## config.mk

```make
export PLATFORM = sky130hd
export DESIGN_NAME = frg_rand
export DESIGN_NICKNAME = d
export VERILOG_FILES = /design/src/rtl/core/frg_pkg.sv /design/src/rtl/core/frg_rand.sv
export SDC_FILE = /design/constraint.sdc
export NUM_CORES = 1
export LEC_CHECK = 0
export BUFFER_PORTS_ARGS = -buffer_cell sky130_fd_sc_hd__buf_2
export CAP_MARGIN = 20
export CORE_UTILIZATION = 35
export CTS_BUF_LIST = sky130_fd_sc_hd__clkbuf_16
export CTS_CLUSTER_SIZE = 16
export DETAILED_ROUTE_END_ITERATION = 16
export SLEW_MARGIN = 10
export SYNTH_ARGS = -nofsm -noshare
export SYNTH_HDL_FRONTEND = slang
export SYNTH_SLANG_ARGS = --single-unit
```

## constraint.sdc

```tcl
create_clock -name clk -period 9.05 [get_ports clk]
set_clock_uncertainty 0.1 [all_clocks]
set_input_delay 0.905 -clock clk [delete_from_list [all_inputs] [get_ports clk]]
set_output_delay 0.905 -clock clk [all_outputs]
set_load 0.1 [all_outputs]
```

## src/rtl/core/frg_pkg.sv

```systemverilog
// shared types, constants and codes of the falling glyph rain column block
package frg_pkg;

    localparam int MAX_ROWS    = 24;
    localparam int MAX_COLUMNS = 40;

    localparam int ROW_W      = 6;
    localparam int COL_W      = 6;
    localparam int CELL_AW    = COL_W + ROW_W;
    localparam int CELL_DEPTH = MAX_COLUMNS << ROW_W;
    localparam int VAL_W      = 9;
    localparam int RND_W      = 7;

    localparam logic [ROW_W-1:0] ROWS_MAX = ROW_W'(MAX_ROWS);
    localparam logic [ROW_W-1:0] ROWS_MIN = ROW_W'(4);
    localparam logic [COL_W-1:0] COLS_MAX = COL_W'(MAX_COLUMNS);

    localparam logic [31:0] LCG_MUL = 32'd1103515245;
    localparam logic [31:0] LCG_INC = 32'd12345;

    localparam logic [VAL_W-1:0] V_EMPTY = 9'h1FF;
    localparam logic [VAL_W-1:0] V_BLANK = 9'd32;
    localparam logic [VAL_W-1:0] V_HEAD  = 9'd0;
    localparam logic [VAL_W-1:0] V_TRAIL = 9'd1;

    localparam logic [2:0] COLOR_HEAD      = 3'd7;
    localparam logic [7:0] GLYPH_BLANK     = 8'd32;
    localparam logic [7:0] GLYPH_HEAD      = 8'd38;
    localparam logic [7:0] GLYPH_HEAD_ALT  = 8'd183;
    localparam logic [7:0] GLYPH_TRAIL     = 8'd124;
    localparam logic [6:0] RANGE_STD       = 7'd93;
    localparam logic [6:0] RANGE_ALT       = 7'd51;
    localparam logic [7:0] RMIN_STD        = 8'd33;
    localparam logic [7:0] RMIN_ALT        = 8'd166;
    localparam logic [7:0] HIGH_STD        = 8'd123;
    localparam logic [7:0] HIGH_ALT        = 8'd217;

    localparam logic [1:0] BOLD_NONE = 2'd0;
    localparam logic [1:0] BOLD_TAIL = 2'd1;
    localparam logic [1:0] BOLD_HEAD = 2'd2;

    localparam logic [1:0] BMODE_EVEN = 2'd1;

    localparam logic [2:0] CFG_SEED     = 3'd0;
    localparam logic [2:0] CFG_ALL_COLS = 3'd1;
    localparam logic [2:0] CFG_OLD      = 3'd2;
    localparam logic [2:0] CFG_BOLD     = 3'd3;
    localparam logic [2:0] CFG_COLOR    = 3'd4;
    localparam logic [2:0] CFG_ALT_FONT = 3'd5;
    localparam logic [2:0] CFG_ROWS     = 3'd6;

    typedef struct packed {
        logic             mode;
        logic [COL_W-1:0] column;
        logic             new_frame;
    } in_t;

    typedef struct packed {
        logic [ROW_W-1:0] row;
        logic [7:0]       glyph;
        logic [2:0]       color;
        logic             bold;
        logic             last;
    } out_t;

    typedef struct packed {
        logic [ROW_W-1:0] space;
        logic [ROW_W-1:0] stream;
        logic [1:0]       rate;
    } prm_t;

    typedef struct packed {
        logic               v_en;
        logic               b_en;
        logic [CELL_AW-1:0] addr;
        logic [VAL_W-1:0]   val;
        logic [1:0]         bold;
    } cell_wr_t;

endpackage

```

## src/rtl/core/frg_rand.sv

```systemverilog
// shared random unit: lcg step then bit-serial remainder by a small divisor
module frg_rand
    import frg_pkg::*;
(
    input  logic             clk,
    input  logic             rst_n,
    input  logic             seed_we,
    input  logic [31:0]      seed,
    input  logic             go,
    input  logic [RND_W-1:0] n,
    output logic             done,
    output logic [RND_W-1:0] res
);

    typedef enum logic [3:0] {
        R_IDLE = 4'b0001,
        R_LOAD = 4'b0010,
        R_DIV  = 4'b0100,
        R_DONE = 4'b1000
    } rstate_t;

    rstate_t          state_reg, state_next;
    logic [31:0]      lcg_reg, lcg_next;
    logic [14:0]      dv_reg, dv_next;
    logic [RND_W-1:0] rem_reg, rem_next;
    logic [RND_W-1:0] n_reg, n_next;
    logic [3:0]       cnt_reg, cnt_next;
    logic [RND_W:0]   rem_sh;

    assign rem_sh = {rem_reg, dv_reg[14]};
    assign done   = (state_reg == R_DONE);
    assign res    = rem_reg;

    always_comb
    begin
        state_next = state_reg;
        lcg_next   = lcg_reg;
        dv_next    = dv_reg;
        rem_next   = rem_reg;
        n_next     = n_reg;
        cnt_next   = cnt_reg;
        case (state_reg)
            R_IDLE:
            begin
                if (seed_we)
                begin
                    lcg_next = (seed == 32'd0) ? 32'd1 : seed;
                end
                else if (go)
                begin
                    lcg_next   = lcg_reg * LCG_MUL + LCG_INC;
                    n_next     = n;
                    state_next = R_LOAD;
                end
            end
            R_LOAD:
            begin
                // (s / 65536) % 32768 is bits 30:16
                dv_next    = lcg_reg[30:16];
                rem_next   = '0;
                cnt_next   = 4'd14;
                state_next = R_DIV;
            end
            R_DIV:
            begin
                if (rem_sh >= {1'b0, n_reg})
                begin
                    rem_next = RND_W'(rem_sh - {1'b0, n_reg});
                end
                else
                begin
                    rem_next = RND_W'(rem_sh);
                end
                dv_next = {dv_reg[13:0], 1'b0};
                if (cnt_reg == 4'd0)
                begin
                    state_next = R_DONE;
                end
                else
                begin
                    cnt_next = cnt_reg - 4'd1;
                end
            end
            R_DONE:
            begin
                state_next = R_IDLE;
            end
            default:
            begin
                state_next = R_IDLE;
            end
        endcase
    end

    always_ff @(posedge clk or negedge rst_n)
    begin
        if (!rst_n)
        begin
            state_reg <= R_IDLE;
            lcg_reg   <= 32'd1;
            cnt_reg   <= '0;
        end
        else
        begin
            state_reg <= state_next;
            lcg_reg   <= lcg_next;
            cnt_reg   <= cnt_next;
        end
    end

    always_ff @(posedge clk)
    begin
        dv_reg  <= dv_next;
        rem_reg <= rem_next;
        n_reg   <= n_next;
    end

endmodule

```

==> results of run 1 <==
synthesized netlist by cell type, types with 11 or more instances:
cell      instances
edfxtp_1         29
ha_1            205
nand2_1          52
nor2_1           31
fa_1            177
o21ai_0          45
xnor2_1          44
clkbuf_1         18
and3_1           14
dfrtp_1          37
inv_1           425
xor2_1           18
a21oi_1          51
a221oi_1         11
worst max-delay path by stage:
stage,startpoint,endpoint,slack (ns),depth (start not counted)
2_1_floorplan,lcg_reg[7],lcg_reg[28],2.58,22
3_3_place_gp,lcg_reg[10],lcg_reg[30],2.00,21
3_5_place_dp,lcg_reg[8],lcg_reg[30],1.95,22
4_1_cts,lcg_reg[8],lcg_reg[30],1.89,22
5_1_grt,lcg_reg[6],lcg_reg[30],1.44,24
6_report,lcg_reg[10],lcg_reg[30],1.81,21
per-layer routing:
metal | up-vias | GRT usage, %
li1 | 4067 | -
met1 | 4270 | 26.57
met2 | 224 | 29.22
met3 | 40 | 2.938
met4 | 0 | 5.378
met5 | - | 0
kinds of logic (layout without fill, tap and decap cells):
family / after synthesis / count (layout) / share of synthesized area [%]
buf+inv: 443 / 494 / 13.79
fa+ha+maj: 382 / 382 / 50.66
compound gates: 165 / 165 / 8.863
simple gates: 155 / 155 / 6.247
flops: 68 / 68 / 15.34
xor+xnor: 62 / 62 / 4.504
mux: 7 / 7 / 0.5915
through the flow:
stage                     area, µm²  setup slack, ns  hold WS (ns)
after floorplan               12060            2.580        0.3591
after global placement        12830            2.002        0.4043
after detailed placement      12840            1.953        0.4077
after CTS                     13100            1.891        0.4259
after global routing          13100            1.438        0.4485
final                         13100            1.809        0.4211
layout make-up:
cell class | count | area (µm²)
clock buffers | 9 | 225.2
fillers | 3461 | 20600
inverters | 425 | 1595
repair buffers | 53 | 280.3
well taps | 448 | 560.5
multi-input cells | 771 | 8556
clock inverters | 7 | 36.28
flip-flops and latches | 68 | 1849
==> results.sh, run 1 <==
export IMPL_yosysTopAreaCellShare_pct=29.39
export IMPL_yosysTopAreaCell="fa_1"
export IMPL_drc=0
export IMPL_routabilityCongestion=0.9600
export IMPL_worstRegToRegCells=21
export IMPL_cp_top_family="adder cells"
export IMPL_drv_slew=0
export IMPL_ant_nets=0
export IMPL_grt_first_pass_wirelength_um=50470
export IMPL_crit_slowest_cell="dfrtp_1"
export IMPL_die_y_um=187.6
export IMPL_r2r_start="lcg_reg[10]"
export IMPL_cp_end_kind="register"
export IMPL_io_pin_count=51
export IMPL_ys_async_sr_fraction_pct=57.35
export IMPL_postSynthAreaPerCell_um2=9.404
export IMPL_min_period_ns=7.241
export IMPL_finalSetupTns_ns=0
export IMPL_core_area_mm2=0.03370
export IMPL_worst_slew_pin_slew_ns=0.9965
export IMPL_io_buffers=50
export IMPL_yosysUniqueCellTypes=53
export IMPL_crit_chain="ha_1, inv_1, fa_1, fa_1, fa_1, inv_1, fa_1, fa_1, fa_1, inv_1, fa_1, inv_1, ha_1, and3_1, a221o_1, a211oi_2, o21ai_2, a221oi_1, o41ai_2, xnor2_1, o21ai_0"
export IMPL_root_buffer="clkbuf_16"
export IMPL_syn_cell_area_mm2=0.01206
export IMPL_die_w_um=187.6
export IMPL_via_count=8601
export IMPL_ys_top_cells_by_area="fa_1, ha_1, inv_1, dfrtp_1, edfxtp_1"
export IMPL_antenna_found_initial=0
export IMPL_drtPass1Iterations=5
export IMPL_setup_worst_path_start_class="register"
export IMPL_clockBufferDepth=2
export IMPL_vias_per_cell=4.829
export IMPL_dp_cells=1765
export IMPL_crit_type="register to register"
export IMPL_dr_wl_met3_um=1585
export IMPL_layout_common_cells="inv_1, ha_1, fa_1"
export IMPL_cts_tree="built"
export IMPL_worstSkewPairLatency_ns=0.34
export IMPL_initial_core_util_pct=35.78
export IMPL_finalSetupViolCount=0
export IMPL_max_freq_mhz=138.1
export IMPL_synth_cells=1282
export IMPL_required_ns=9.16
export IMPL_synth_nets=1707
export IMPL_hold_class="register to register"
export IMPL_postSynthRegisterBits=68
export IMPL_yosys_warnings=0
export IMPL_wl_um=31490
export IMPL_wirelength_met1_um=14760
export IMPL_grt_max_degree=46
export IMPL_rsz0062_at_grt="no"
export IMPL_cts_buffers=9
export IMPL_hold_path_end="cnt_reg[0]"
export IMPL_row_count=67
export IMPL_utilization_pct=38.88
export IMPL_whs_path_depth=1
export IMPL_final_common_cell="inv_1"
export IMPL_overflow=0
export IMPL_grt_pass1_vias=9153
export IMPL_reg2reg_to="lcg_reg[30]"
export IMPL_status="finished clean"
export IMPL_track_usage_pct=18.68
export IMPL_htreeDepth=3
export IMPL_min_delay_start="cnt_reg[0]"
export IMPL_cts_hold_buf=0
export IMPL_syn_to_final_growth_pct=8.676
export IMPL_wl_per_cell_um=17.68
export IMPL_crit_buf_inv=4
export IMPL_nets=1753
export IMPL_ys_dominant_reg_cell="dfrtp_1"
export IMPL_cpMostUsedCell="fa_1"
export IMPL_min_period_over_period_pct=80.01
export IMPL_largest_reg_flops=31
export IMPL_top_layer="met4"
export IMPL_crit_arrival_ns=7.35
export IMPL_cpPeakStageDelay_ns=0.53
export IMPL_hold_violations=0
export IMPL_relSlewSlack_pct=33.40
export IMPL_drt_iter0_markers=577
export IMPL_fin_cells=1781
export IMPL_dieArea_mm2=0.03519
export IMPL_cp_max_fo=7
export IMPL_hpwlAfterDp_um=27880
export IMPL_reg2reg_slack_ns=1.81
export IMPL_max_cap_violations=0
export IMPL_post_cts_buffers=0
export IMPL_cts_clk_slew_worst_paths_ns=0.06
export IMPL_ys_seq_area_share_pct=15.34
export IMPL_antenna_cells=0
export IMPL_cts_sinks=68
export IMPL_cts_resized=0
export IMPL_routed_wl_met2_um=14330
export IMPL_synth_edf_count=29
export IMPL_drive_gt1_share_pct=6.302
Power of run 1 is not shown: default switching activity piles up to over one toggle a cycle in this logic, so the estimate is an artifact.
==> run 2: changes to the inputs <==
==> constraint.sdc (replaced) <==
create_clock -name clk -period 6.9 [get_ports clk]
set_clock_uncertainty 0.1 [all_clocks]
set_input_delay 0.69 -clock clk [delete_from_list [all_inputs] [get_ports clk]]
set_output_delay 0.69 -clock clk [all_outputs]
set_load 0.1 [all_outputs]
==> run 2 against run 1 <==
- sequential share of layout area is 0.28 points lower
- hold slack worse by 0.0072 ns
- wire length is 0.48% lower
- global-route usage is 0.10 points higher
- cell area is 2.6% higher
- non-clock buffer count is 24 higher
- critical endpoint is now lcg_reg[28]
- largest cell class unchanged
==> results.sh, run 2 (synthesized netlist as in run 1, its figures left out) <==
export IMPL_status="finished clean"
export IMPL_die_w_um=187.6
export IMPL_grt_max_degree=46
export IMPL_final_common_cell="inv_1"
export IMPL_place_ws_ns=0.1236
export IMPL_required_ns=6.99
export IMPL_vias_per_cell=4.777
export IMPL_reg2reg_slack_ns=0.22
export IMPL_cpPeakStageDelay_ns=0.52
export IMPL_cts_sinks=68
export IMPL_core_area_mm2=0.03370
export IMPL_antenna_cells=0
export IMPL_holdWs_ns=0.4139
export IMPL_multi_input_area_mm2=0.008637
export IMPL_max_freq_mhz=149.7
export IMPL_via_count=8622
export IMPL_hold_class="input pin to async pin"
export IMPL_htreeDepth=3
export IMPL_max_cap_violations=0
export IMPL_drive_gt1_share_pct=9.727
export IMPL_ant_nets=0
export IMPL_wl_per_cell_um=17.36
export IMPL_root_buffer="clkbuf_16"
export IMPL_initial_core_util_pct=35.78
export IMPL_largest_reg_flops=31
export IMPL_reg2reg_to="lcg_reg[28]"
export IMPL_worst_slew_pin_slew_ns=0.9943
export IMPL_wl_um=31340
export IMPL_seq_area_mm2=0.001859
export IMPL_fin_area_mm2=0.01344
export IMPL_min_period_ns=6.679
export IMPL_setup_worst_path_start_class="register"
export IMPL_clockBufferDepth=2
export IMPL_worstSkewPairLatency_ns=0.34
export IMPL_postLayoutSetupSlackWorst_ns=0.2211
export IMPL_crit_chain="ha_4, xor2_1, ha_1, a21oi_1, fa_1, fa_1, inv_1, fa_1, fa_1, fa_1, inv_1, fa_1, inv_1, ha_1, a21o_1, a221o_1, a211oi_2, o21ai_2, a221o_1, a21oi_2, xor2_1, o221ai_1"
export IMPL_io_buffers=50
export IMPL_r2r_start="lcg_reg[7]"
export IMPL_die_y_um=187.6
export IMPL_crit_slowest_cell="fa_1"
export IMPL_grt_pass1_vias=9099
export IMPL_cts_buffers=9
export IMPL_place_area_mm2=0.01299
export IMPL_cts_clk_slew_worst_paths_ns=0.07
export IMPL_min_period_over_period_pct=96.80
export IMPL_io_pin_count=51
export IMPL_cts_hold_buf=0
export IMPL_cp_end_kind="register"
export IMPL_cpMostUsedCell="fa_1"
export IMPL_row_count=67
export IMPL_cp_max_fo=7
export IMPL_hold_violations=0
export IMPL_drc=0
export IMPL_hpwlAfterDp_um=27870
export IMPL_finalSetupTns_ns=0
export IMPL_layout_common_cells="inv_1, ha_1, fa_1"
export IMPL_fill_cells=3390
export IMPL_drtPass1Iterations=5
export IMPL_grt_first_pass_wirelength_um=50580
export IMPL_routabilityCongestion=0.9127
export IMPL_drt_iter0_markers=448
export IMPL_cts_tree="built"
export IMPL_crit_type="register to register"
export IMPL_crit_arrival_ns=6.77
export IMPL_syn_to_final_growth_pct=11.51
export IMPL_nets=1777
export IMPL_antenna_found_initial=0
export IMPL_drv_slew=0
export IMPL_relSlewSlack_pct=33.71
export IMPL_dieArea_mm2=0.03519
export IMPL_finalSetupViolCount=0
export IMPL_track_usage_pct=18.78
export IMPL_worstRegToRegCells=22
export IMPL_overflow=0
run 2: cell types whose count changed in the layout (fill, tap and decap cells not counted), sizes merged:
| cell | before | now |
|---|---|---|
| inv | 429 | 426 |
| buf | 53 | 77 |
| clkinvlp | 0 | 1 |
| clkbuf | 9 | 11 |
| clkinv | 3 | 2 |
| bufinv | 0 | 1 |
run 2: repair_timing:
item | 4_1_cts | 5_1_grt
gates resized for setup | 0 | 24
hold endpoints to repair | 0 | 0
setup endpoints to repair | 0 | 14
setup buffers | 0 | 3
run 2: routing by layer:
metal	global-route usage (%)	up-vias	routed length (µm)	part of all wire (%)
li1	-	4116	-	-
met1	26.88	4276	14870	47
met2	29.72	194	14340	46
met3	2.414	36	1355	4.3
met4	5.159	0	773	2.5
met5	0	-	0	0
run 2: worst max-delay path: cells and delay by family (launching register included):
family / cells / cell delay (ns)
compound gates: 8 / 1.66
xor+xnor: 2 / 0.38
fa+ha+maj: 9 / 3.76
buf+inv: 3 / 0.14
flops: 1 / 0.48
run 2: cell type report:
type / count / share of cell area (%)
clock inverters: 5 / 0.4746
flip-flops and latches: 68 / 13.83
multi-input cells: 771 / 64.24
inverters: 425 / 11.87
repair buffers: 77 / 3.369
well taps: 448 / 4.169
clock buffers: 11 / 2.047
run 2: through the flow:
stage / util, % / instances
after global placement: 38.55 / 1786
after floorplan: - / 1282
after CTS: 39.56 / 1802
final: 39.89 / 1805
after global routing: 39.89 / 1805
after detailed placement: 38.55 / 1786
run 2: worst max path at each step:
stage	start	endpoint	slack, ns	depth (start not counted)
after detailed placement	lcg_reg[7]	lcg_reg[28]	0.12	22
after CTS	lcg_reg[7]	lcg_reg[28]	0.10	22
after global placement	lcg_reg[7]	lcg_reg[20]	0.16	23
after global routing	lcg_reg[6]	lcg_reg[28]	-0.005	24
after floorplan	lcg_reg[7]	lcg_reg[28]	0.43	22
final	lcg_reg[7]	lcg_reg[28]	0.22	22
Power of run 2 is left out for the same reason.
